--- src/rtl/bssc_pkg.sv ---
// Shared constants and types for the binary subarray sum counter.
`default_nettype none
package bssc_pkg;

   localparam int DefaultMaxLen = 32768;
   localparam int TargetW       = 16;
   localparam int CountW        = 30;
   localparam int QueueDepth    = 4;
   localparam int QueueCntW     = $clog2(QueueDepth + 1);

   typedef struct packed {
      logic [CountW-1:0] addend;
      logic              last;
      logic              too_long;
   } item_type;

endpackage
`default_nettype wire

--- src/rtl/bssc_queue.sv ---
// Short queue between front and back ends.
`default_nettype none
module bssc_queue (
   input  wire logic                           clock,
   input  wire logic                           reset,
   input  wire logic                           push,
   input  wire bssc_pkg::item_type             push_item,
   input  wire logic                           pop,
   output logic                                head_valid,
   output bssc_pkg::item_type                  head_item,
   output logic [bssc_pkg::QueueCntW-1:0]      count
);
   import bssc_pkg::*;

   localparam int PtrW = $clog2(QueueDepth);

   item_type             entries_ff [QueueDepth];
   logic [PtrW-1:0]      wr_ptr_ff, wr_ptr_in;
   logic [PtrW-1:0]      rd_ptr_ff, rd_ptr_in;
   logic [QueueCntW-1:0] count_ff, count_in;

   always_comb begin
      wr_ptr_in = push ? wr_ptr_ff + PtrW'(1) : wr_ptr_ff;
      rd_ptr_in = pop ? rd_ptr_ff + PtrW'(1) : rd_ptr_ff;
      count_in  = count_ff + QueueCntW'(push) - QueueCntW'(pop);
   end

   always_ff @(posedge clock) begin
      if (reset) begin
         wr_ptr_ff <= '0;
         rd_ptr_ff <= '0;
         count_ff  <= '0;
      end else begin
         wr_ptr_ff <= wr_ptr_in;
         rd_ptr_ff <= rd_ptr_in;
         count_ff  <= count_in;
      end
   end

   always_ff @(posedge clock) begin
      if (push) begin
         entries_ff[wr_ptr_ff] <= push_item;
      end
   end

   assign head_valid = count_ff != '0;
   assign head_item  = entries_ff[rd_ptr_ff];
   assign count      = count_ff;

endmodule
`default_nettype wire

--- config.mk ---
export PLATFORM = sky130hd
export DESIGN_NAME = bssc_queue
export DESIGN_NICKNAME = d
export VERILOG_FILES = /design/src/rtl/bssc_pkg.sv /design/src/rtl/bssc_queue.sv
export SDC_FILE = /design/constraint.sdc
export NUM_CORES = 1
export LEC_CHECK = 0
export BUFFER_PORTS_ARGS = -buffer_cell sky130_fd_sc_hd__buf_2
export CAP_MARGIN = 20
export CORE_MARGIN = 1
export CORE_UTILIZATION = 63
export CTS_BUF_LIST = sky130_fd_sc_hd__clkbuf_4
export DETAILED_ROUTE_END_ITERATION = 7
export PLACE_DENSITY = 0.9
export SYNTH_ARGS = -nofsm -noshare
export SYNTH_HDL_FRONTEND = slang
export SYNTH_SLANG_ARGS = --single-unit
--- constraint.sdc ---
create_clock -name clock -period 5.11 [get_ports clock]
set_input_delay 0.511 -clock clock [delete_from_list [all_inputs] [get_ports clock]]
set_output_delay 0.511 -clock clock [all_outputs]
set_load 0.02 [all_outputs]
# Yosys cells after proc, flatten, opt, wreduce, memory -nomap -nowiden
# Memories as Yosys holds them, arrays and structs flattened. A register that Yosys moved wholly into a read port is not among the register bits.
# Cells that the tools add are included.
# totals
ram_bits	128
elab_cells	13
inputBits	36
memories	1
register_bits	7
# op_classes
mux	4
n_reduce_logical	1
add_sub_neg	4
# memory_table
memory	depth	width	read_ports	rd_ports_with_merged_regs	write_ports	line	source
entries_ff	4	32	1	1	1	bssc_queue.sv:17	item_type entries_ff [QueueDepth];
# op_table
operator	n
$add A2 B1 Y2 const B	2
$mux W2	2
$add A3 B1 Y3	1
$reduce_bool A3 Y1	1
$sub A3 B1 Y3	1
$mux W1	2

# Longest topological paths before layout
# logic_depth
word_depth	3
ltp_mapped	7
depth_no_buf	7

# Worst setup path after synthesis
# No wires, ideal clock.
# synth_path
path_kind	reg-to-reg
from	reg wr_ptr_ff[0]
to	mem entries_ff[2][0] (netlist bit) (enable)
path_slack_ns	3.386
arrival_time_ns	1.332
n_path_buf	0
setup_time_ns	0.392
path_stages_with_launch	4
cell_sequence	dfxtp_1 -> inv_1 -> ha_1 -> and2_1
# synth_rtl
element	line	source
start: declaration	bssc_queue.sv:18	logic [PtrW-1:0] wr_ptr_ff, wr_ptr_in;
start signal: assignment	bssc_queue.sv:34	wr_ptr_ff <= wr_ptr_in;
end: declaration	bssc_queue.sv:17	
# Straight into the memory's write port.

==> metrics.txt <==
vias after detailed routing 2,318; drt first pass iters 4; Psw 585 uW; crit path max fanout 20; Syn Inst Count 208; nets 335; post-placement setup slack 2710 ps; vias in the first global route 2,536; Root Buffer clkbuf_4; post_cts resized 0; CTS Buffer Depth 2; f_max 346 MHz; Worst R2R Start wr_ptr_ff[0]; worst-skew pair later-pin latency 500 ps; cell depth of the worst flop-to-flop path 3; placed inst area 5500 um^2; Initial DRC Count 96; Crit path arrival time 2380 ps; Max IR drop VDD 0.250 mV; Hold Fails Final Rpt 0; Finished Cell Area 5800 um^2; switching share of power 0.255; Post-CTS Setup Bufs 0; Total Routing Usage GR 0.222; hpwl dp 5090 um; DRC 0; clock share of power 0.305; crit start category flip-flop; core area 7770 um^2; ANT cells 0; die footprint 8450 um^2; Pint 1.71 mW; Hold Crit Class input pin to flip-flop; fin crit share 0.565; TritonCTS Sinks 137; combinational power share 0.120; Pleak 2.01 nW; Port Buf Inserts 71; chip height 91.9 um; initial antenna violation count 0; aggregate routed wire length 8180 um; Routed wire per std cell 20.1 um; Hold Path Origin push_item[2]; Netlist cell types 20; Synthesis Warnings 0; row cnt 32; TritonCTS Buffers 17; Vias/cell 5.70; first-pass GRT wire length 13,000 um; htree depth 4; Critical R2R Capture entries_ff[0][30]; grt ovf 0; reg2reg setup slack 3390 ps; hold-fix buffers at CTS 0; status finished clean; Final Critical Period 2890 ps; total power 2.30 mW; Initial Utilization 0.656; die width 91.9 um; TNS Setup 0 ps; clock slew at reported path FFs 130 ps; Setup Skew 13.0 ps; pwr dens 396 nW/um^2; Crit path required time 4600 ps; register area share after synthesis 0.790; IO Pins 72; Final ANT Viol Nets 0; max_cap viols 0; crit path capture type output port; pin count of the biggest net entering global routing 33; cell area after synthesis 5090 um^2; Max Slew Vio Count 0; Seq cells post-synth 137; Cells after DPL 375; Crit Path Class flip-flop to output port; Worst-Margin Slew 879 ps; Hold Crit Depth 1; Hold Path Sink entries_ff[0][2]; share of layout cells above drive strength 1 0.462; final setup fails 0; Reg power frac 0.575; Post-Syn Area per Cell 24.5 um^2; syn nets 251; TritonCTS clock tree yes; area grow syn2layout 13.8%; GP Congestion 0.687; setup ws final 2220 ps; slew margin rel. 0.414; Final Non-Filler Cells 407; RSZ-0062 raised after global routing no
[state kept, by name, summed over array words and instances (netlist names), named ones only]
signal	cells
count	3
entries_ff	128
rd_ptr_ff	2
wr_ptr_ff	2
[cells in the final DEF, fill, tap and decap left out]
master / netlist / layout
mux2i_1: 1 / 1
xor3_1: 1 / 1
nor2_1: 5 / 5
a21oi_1: 1 / 1
xnor2_1: 2 / 2
bufinv_16: 0 / 2
edfxtp_1: 128 / 128
dfxtp_2: 0 / 2
buf_4: 0 / 1
clkinv_2: 0 / 2
inv_6: 0 / 6
mux4_2: 30 / 30
and2_2: 0 / 4
mux4_1: 2 / 2
a21bo_2: 1 / 1
buf_2: 3 / 71
fa_1: 1 / 1
dfxtp_1: 9 / 7
clkinvlp_4: 0 / 2
ha_1: 6 / 6
clkbuf_4: 0 / 17
nor2b_1: 2 / 2
clkinv_4: 0 / 3
inv_1: 6 / 6
nand3b_1: 1 / 1
or3_1: 1 / 1
[cell usage after synthesis]
| cell type | number | area share |
|---|---|---|
| ha_1 | 6 | 0.015 |
| buf_6 | 1 | 0.0022 |
| dfxtp_1 | 9 | 0.035 |
| buf_2 | 3 | 0.0029 |
| fa_1 | 1 | 0.0039 |
| edfxtp_1 | 128 | 0.75 |
| nand3b_1 | 1 | 0.0015 |
| xnor2_1 | 2 | 0.0034 |
| inv_1 | 6 | 0.0044 |
| buf_12 | 3 | 0.012 |
| mux4_1 | 2 | 0.010 |
| or3_1 | 1 | 0.0012 |
| and2_1 | 4 | 0.0049 |
| a21bo_2 | 1 | 0.0020 |
| nor2_1 | 5 | 0.0037 |
| mux2i_1 | 1 | 0.0020 |
| a21oi_1 | 1 | 0.00098 |
| xor3_1 | 1 | 0.0047 |
| nor2b_1 | 2 | 0.0025 |
| mux4_2 | 30 | 0.13 |
[power groups by stage]
stage	Sequential (mW)	Combinational, mW	Clock (mW)
after floorplan	1.34	0.200	0
after global placement	1.34	0.272	0
after detailed placement	1.35	0.281	0
after CTS	1.32	0.282	0.714
after global routing	1.33	0.298	0.765
final	1.32	0.276	0.701
[layer usage]
metal	vias to the layer above	track usage	part of all wire
met1	1170	0.271	0.39
met2	99	0.370	0.53
met5	-	0	0
met3	15	0.0705	0.059
li1	1034	-	-
met4	0	0.0924	0.019
[how the worst max path moves through the flow]
stage	end	slack (ps)
6_report	head_item[31]	2220
5_1_grt	head_item[31]	1990
4_1_cts	head_item[31]	2110
3_5_place_dp	head_item[31]	2710
3_3_place_gp	head_item[31]	2700
2_1_floorplan	entries_ff[2][0]	3390
[critical path: stages (launching register included)]
cell and delay [ps]:
dfxtp_2 620, buf_4 440, mux4_1 620, buf_2 180
[kinds of logic after synthesis]
logic type,share of synthesized area
fa+ha+maj,0.0187
buf+inv,0.0214
mux,0.145
xor+xnor,0.00811
simple gates,0.0138
compound gates,0.00295
flops,0.790
[cell type report]
| cell class | instances | area, um^2 |
|---|---|---|
| Inverter | 6 | 22.5 |
| Multi-Input combinational cell | 58 | 965 |
| Tap cell | 102 | 128 |
| Timing Repair Buffer | 72 | 363 |
| Sequential cell | 137 | 4030 |
| Fill cell | 457 | 1970 |
| Clock inverter | 15 | 164 |
| Clock buffer | 17 | 128 |
[stage by stage]
stage | util | hold WS [ps]
2_1_floorplan | - | 492
3_3_place_gp | 0.709 | 508
3_5_place_dp | 0.709 | 543
4_1_cts | 0.746 | 158
5_1_grt | 0.746 | 167
6_report | 0.746 | 210
Power figures use the tool's default switching activity.
