### src/rtl/bssc_pkg.sv
// Shared constants and types for the binary subarray sum counter.
`default_nettype none
package bssc_pkg;

   localparam int DefaultMaxLen = 32768;
   localparam int TargetW       = 16;
   localparam int CountW        = 30;
   localparam int QueueDepth    = 4;
   localparam int QueueCntW     = $clog2(QueueDepth + 1);

   typedef struct packed {
      logic [CountW-1:0] addend;
      logic              last;
      logic              too_long;
   } item_type;

endpackage
`default_nettype wire

### src/rtl/bssc_back.sv
// Back end: accumulates addends and registers the response.
`default_nettype none
module bssc_back (
   input  wire logic                        clock,
   input  wire logic                        reset,
   input  wire logic                        head_valid,
   input  wire bssc_pkg::item_type          head_item,
   output logic                             pop,
   output logic                             rsp_valid,
   input  wire logic                        rsp_stall,
   output logic [bssc_pkg::CountW-1:0]      rsp_subarray_count,
   output logic                             rsp_too_long
);
   import bssc_pkg::*;

   logic [CountW-1:0] total_ff, total_in;
   logic              rsp_valid_ff, rsp_valid_in;
   logic [CountW-1:0] rsp_count_ff;
   logic              rsp_too_long_ff;
   logic [CountW-1:0] sum;
   logic              load;

   assign sum  = total_ff + head_item.addend;
   assign pop  = head_valid && (!head_item.last || !rsp_valid_ff || !rsp_stall);
   assign load = pop && head_item.last;

   always_comb begin
      total_in     = total_ff;
      rsp_valid_in = rsp_valid_ff && rsp_stall;
      if (pop) begin
         total_in = head_item.last ? '0 : sum;
      end
      if (load) begin
         rsp_valid_in = 1'b1;
      end
   end

   always_ff @(posedge clock) begin
      if (reset) begin
         total_ff     <= '0;
         rsp_valid_ff <= 1'b0;
      end else begin
         total_ff     <= total_in;
         rsp_valid_ff <= rsp_valid_in;
      end
   end

   always_ff @(posedge clock) begin
      if (load) begin
         rsp_count_ff    <= sum;
         rsp_too_long_ff <= head_item.too_long;
      end
   end

   assign rsp_valid          = rsp_valid_ff;
   assign rsp_subarray_count = rsp_count_ff;
   assign rsp_too_long       = rsp_too_long_ff;

endmodule
`default_nettype wire

### config.mk
export PLATFORM = sky130hd
export DESIGN_NAME = bssc_back
export DESIGN_NICKNAME = d
export VERILOG_FILES = /design/src/rtl/bssc_pkg.sv /design/src/rtl/bssc_back.sv
export SDC_FILE = /design/constraint.sdc
export NUM_CORES = 1
export LEC_CHECK = 0
export ABC_AREA = 0
export BUFFER_PORTS_ARGS = -buffer_cell sky130_fd_sc_hd__buf_2
export CAP_MARGIN = 20
export CORE_ASPECT_RATIO = 1.5
export CORE_UTILIZATION = 60
export DETAILED_ROUTE_END_ITERATION = 12
export PLACE_DENSITY = 0.95
export SETUP_SLACK_MARGIN = 0.3
export SYNTH_ARGS = -nofsm -noshare
export SYNTH_HDL_FRONTEND = slang
export SYNTH_SLANG_ARGS = --single-unit
### constraint.sdc
create_clock -name clock -period 7.4 [get_ports clock]
set_input_delay 1.48 -clock clock [delete_from_list [all_inputs] [get_ports clock]]
set_output_delay 1.48 -clock clock [all_outputs]
set_load 0.05 [all_outputs]
# Word-level counts from Yosys, hierarchy flattened
# Cells that the tools add are included.
# word_totals
regBits	62
latch_bits	0
ramBits	0
mem_bits_ro	0
inputBits	36
elab_cells	15
mem_count	0
# classes
addsub	1
mul	0
div	0
n_lt_le_gt_ge	0
eq_ne	0
n_shift	0
n_mux	2
n_bitwise	0
n_reduce_logical	8
# ops
cell	count
$add 30x30->30	1
$mux 30	1
$logic_and 1x1->1	3
$logic_not 1->1	3
$logic_or 1x1->1	2
$mux 1	1

# Depth between registers and ports, before layout
# logic_depth
word_depth	6
mapped_depth	10
depth_no_buf	10

# Worst setup path after synthesis
# Ideal clock, no wire load.
# synth_path
kind	input to register
from	input head_item[2] in the netlist's numbering
to	register rsp_count_ff[28] (netlist: rsp_subarray_count[28]), data pin
setup_ns	0.255
arrival_time_ns	3.868
t_required_ns	7.145
setup_slack_ns	3.278
cell_stages	10
path_buffers	0
cell_sequence	ha_1 fa_1 a21o_1 a21o_1 a21oi_1 o221ai_1 a41oi_1 a21boi_0 or4_1 and2_1
# synth_between
elab_chain_cells	1
# synth_lines
item	line_no	text
start: declaration	bssc_back.sv:7	input wire bssc_pkg::item_type head_item,
$add 30x30->30	bssc_back.sv:23	assign sum = total_ff + head_item.addend;
named net sum[28]	bssc_back.sv:20	logic [CountW-1:0] sum;
end signal: assignment	bssc_back.sv:50	rsp_count_ff <= sum;
end: declaration	bssc_back.sv:18	logic [CountW-1:0] rsp_count_ff;
# The timed path passes the listed nets, and every way through them passes these cells.
# A chain may end at the register's enable or synchronous reset.

# Worst setup path in the final report
# Ends and elaborated chain as after synthesis.

==> results_dict.tcl <==
set metrics [dict create \
    cts_buffers 9 \
    num_vias 3176 \
    crit_path_end_kind "register" \
    drive_above_1_share_pct 21.0 \
    rsz0062_at_grt "false" \
    worstSetupPathType "in -> reg" \
    p_sw_mw 0.292 \
    die_x_um 65.3 \
    dpl.hpwl_mm 6.36 \
    total_power_mw 0.894 \
    netlist.area_leader.share_pct 25.8 \
    fin_cells 501 \
    clockRootBuffer "clkbuf_8" \
    grt_pass1_wl_mm 14.2 \
    ant_nets 0 \
    gp_congestion 0.902 \
    worst_pin_slew_ps 762 \
    placedCellCount 485 \
    hold_path_class "reg -> reg" \
    finalSetupTns_ps 0 \
    slowest_stage "or4_1" \
    cp_common_cell "a21o_1" \
    clockPowerShare_pct 28.7 \
    port_buffers 68 \
    die_h_um 97.0 \
    setup_viol 0 \
    crit_chain "buf_2 > ha_1 > fa_1 > a21o_1 > a21o_1 > a21oi_1 > o221ai_1 > a41oi_1 > a21boi_0 > or4_1 > and2_1" \
    crit_fanout 4 \
    ctsHoldBuffers 0 \
    htree_levels 3 \
    io-pin-count 69 \
    period_minus_slack_ps 4270 \
    drtIter0Drc 229 \
    path_clk_slew_ps 70 \
    fin_nets 490 \
    core_area_sq_um 5790 \
    hold_viol 0 \
    p_sw_share_pct 32.7 \
    relSlewSlack_pct 49.1 \
    power.density_nw_per_um2 214 \
    synth_area_sq_um 3610 \
    start_kind "input port" \
    grtUsageTotal_pct 29.4 \
    cts_setup_buffers 0 \
    synth_commonest_cells "dfxtp_1, edfxtp_1, a21oi_1, ha_1, nor2_1" \
    internal-power_mw 0.602 \
    cts_sinks 62 \
    ys_seq_area_share_pct 43.0 \
    cts_tree "done" \
    synthCells 353 \
    cp_data_required_time_ps 7510 \
    yosysWarningCount 0 \
    area_delta_synth_final_pct 16.0 \
    status "completed" \
    routed_wirelength_mm 8.68 \
    ir_drop_mv 0.125 \
    grt_pass1_vias 3221 \
    yosys.area.top_type "edfxtp_1" \
    slowest_delay_ps 460 \
    wire_per_inst_um 17.3 \
    skew_ps 10.0 \
    ys.flop_type "edfxtp_1" \
    seq_power_share_pct 44.9 \
    arrival_ps 4370 \
    antennaDiodeCount 0 \
    firstDrtPassIters 4 \
    period_share_pct 57.7 \
    slew_violations 0 \
    antenna_found_initial 0 \
    ys_types 52 \
    rows 34 \
    cts_resized 0 \
    syn_nets 419 \
    synthTopCellsByArea "edfxtp_1, dfxtp_1, ha_1" \
    postLayoutSetupSlackWorst_ps 3130 \
    max_freq_ghz 0.234 \
    grt_overflow_total 0 \
    synth_seq_cells 62 \
    start_util_pct 62.3 \
    drc 0 \
    clockBufferDepth 2 \
    p_leak_nw 1.91 \
    maxCapViolCount 0 \
    die-area_sq_um 6330 \
    clk-insertion-delay-late_ps 350 \
    detail_route.vias_per_cell 6.34 \
    synth_edf_count 31 \
    pre_cts_ws_ps 2850 \
    grt_start_max_net_pins 20 \
    combinationalPowerShare_pct 26.5 \
    syn_avg_cell_area_sq_um 10.2 \
    async_reset_ff_share_pct 0 \
]
==> layout by cell type, fill, tap and decap left out, types with 3 or more instances in the layout <==
cell      netlist  routed
nand2b_1        5       5
o21bai_1        6       6
xnor2_1        15      15
nand2_1        15      15
dfxtp_1        31      31
and3_1          7       7
a21o_1         19      19
a22o_1         15      15
nor3_1          3       3
ha_1           29      29
inv_1           8       8
o211ai_1        3       3
xor2_1         10      10
o21ai_0        12      12
a22oi_1         9       9
edfxtp_1       31      31
clkinv_2        0       3
nor3b_1         5       5
a211oi_1        5       5
a21oi_1        30      30
nor2_1         22      21
a31oi_1         6       6
clkbuf_8        0      10
buf_4           1       3
and2_1          5       5
buf_2           0      68
nand3_1        11      11
o31ai_1         6       6
==> metal layers <==
layer	vias up	track usage, %	part of all wire [%]
li1	1510	-	-
met1	1518	31.4	39
met2	119	51.5	53
met3	29	5.66	4.8
met4	0	17.6	3.3
met5	-	0	0
==> state kept, by name, indices dropped and copies added (netlist names) <==
name,cells
total_ff,30
rsp_valid,1
rsp_subarray_count,30
rsp_too_long,1
==> power groups by stage <==
stage	Clock, mW	Combinational [mW]	Sequential (mW)
finish	0.256	0.237	0.401
global route	0.274	0.256	0.403
CTS	0.257	0.234	0.401
detailed placement	0	0.232	0.408
global placement	0	0.225	0.407
floorplan	0	0.132	0.451
==> per-stage QoR <==
stage	hold WS [ps]	instance area (sq um)	utilization (%)
after floorplan	430	3610	-
after global placement	440	4020	69.4
after detailed placement	465	4020	69.4
after CTS	483	4190	72.3
after global routing	497	4190	72.3
final	480	4190	72.3
==> worst max-delay path: cells and delay by family <==
kind / cells / cell delay [ps]
adder cells (fa/ha/maj): 2 / 630
AND/OR/NAND/NOR: 2 / 640
AO/OA/AOI/OAI: 6 / 1540
buffers and inverters: 1 / 100
==> cells by family after synthesis <==
| logic type | after synthesis | share of synthesized area [%] |
|---|---|---|
| AO/OA/AOI/OAI | 130 | 25.4 |
| AND/OR/NAND/NOR | 85 | 12.3 |
| flip-flops | 62 | 43.0 |
| adder cells (fa/ha/maj) | 30 | 10.6 |
| XOR/XNOR | 25 | 6.07 |
| buffers and inverters | 19 | 2.08 |
| multiplexers | 2 | 0.555 |
==> layout make-up <==
cell class	count	area, sq um
Timing Repair Buffer	71	363
Sequential cell	62	1550
Multi-Input combinational cell	272	1980
Tap cell	72	90.1
Fill cell	456	1600
Inverter	8	30.0
Clock inverter	4	22.5
Clock buffer	12	145
==> path summary, 6_finish.rpt <==
kind,depth (start not counted),startpoint,slack [ps],to
max reg2reg,10,total_ff[0],4060,rsp_subarray_count[28]
max,11,head_item[2],3130,rsp_subarray_count[28]
min reg2reg,2,total_ff[2],480,total_ff[2]
min,2,total_ff[2],480,total_ff[2]
(Power assumes the default switching activity.)
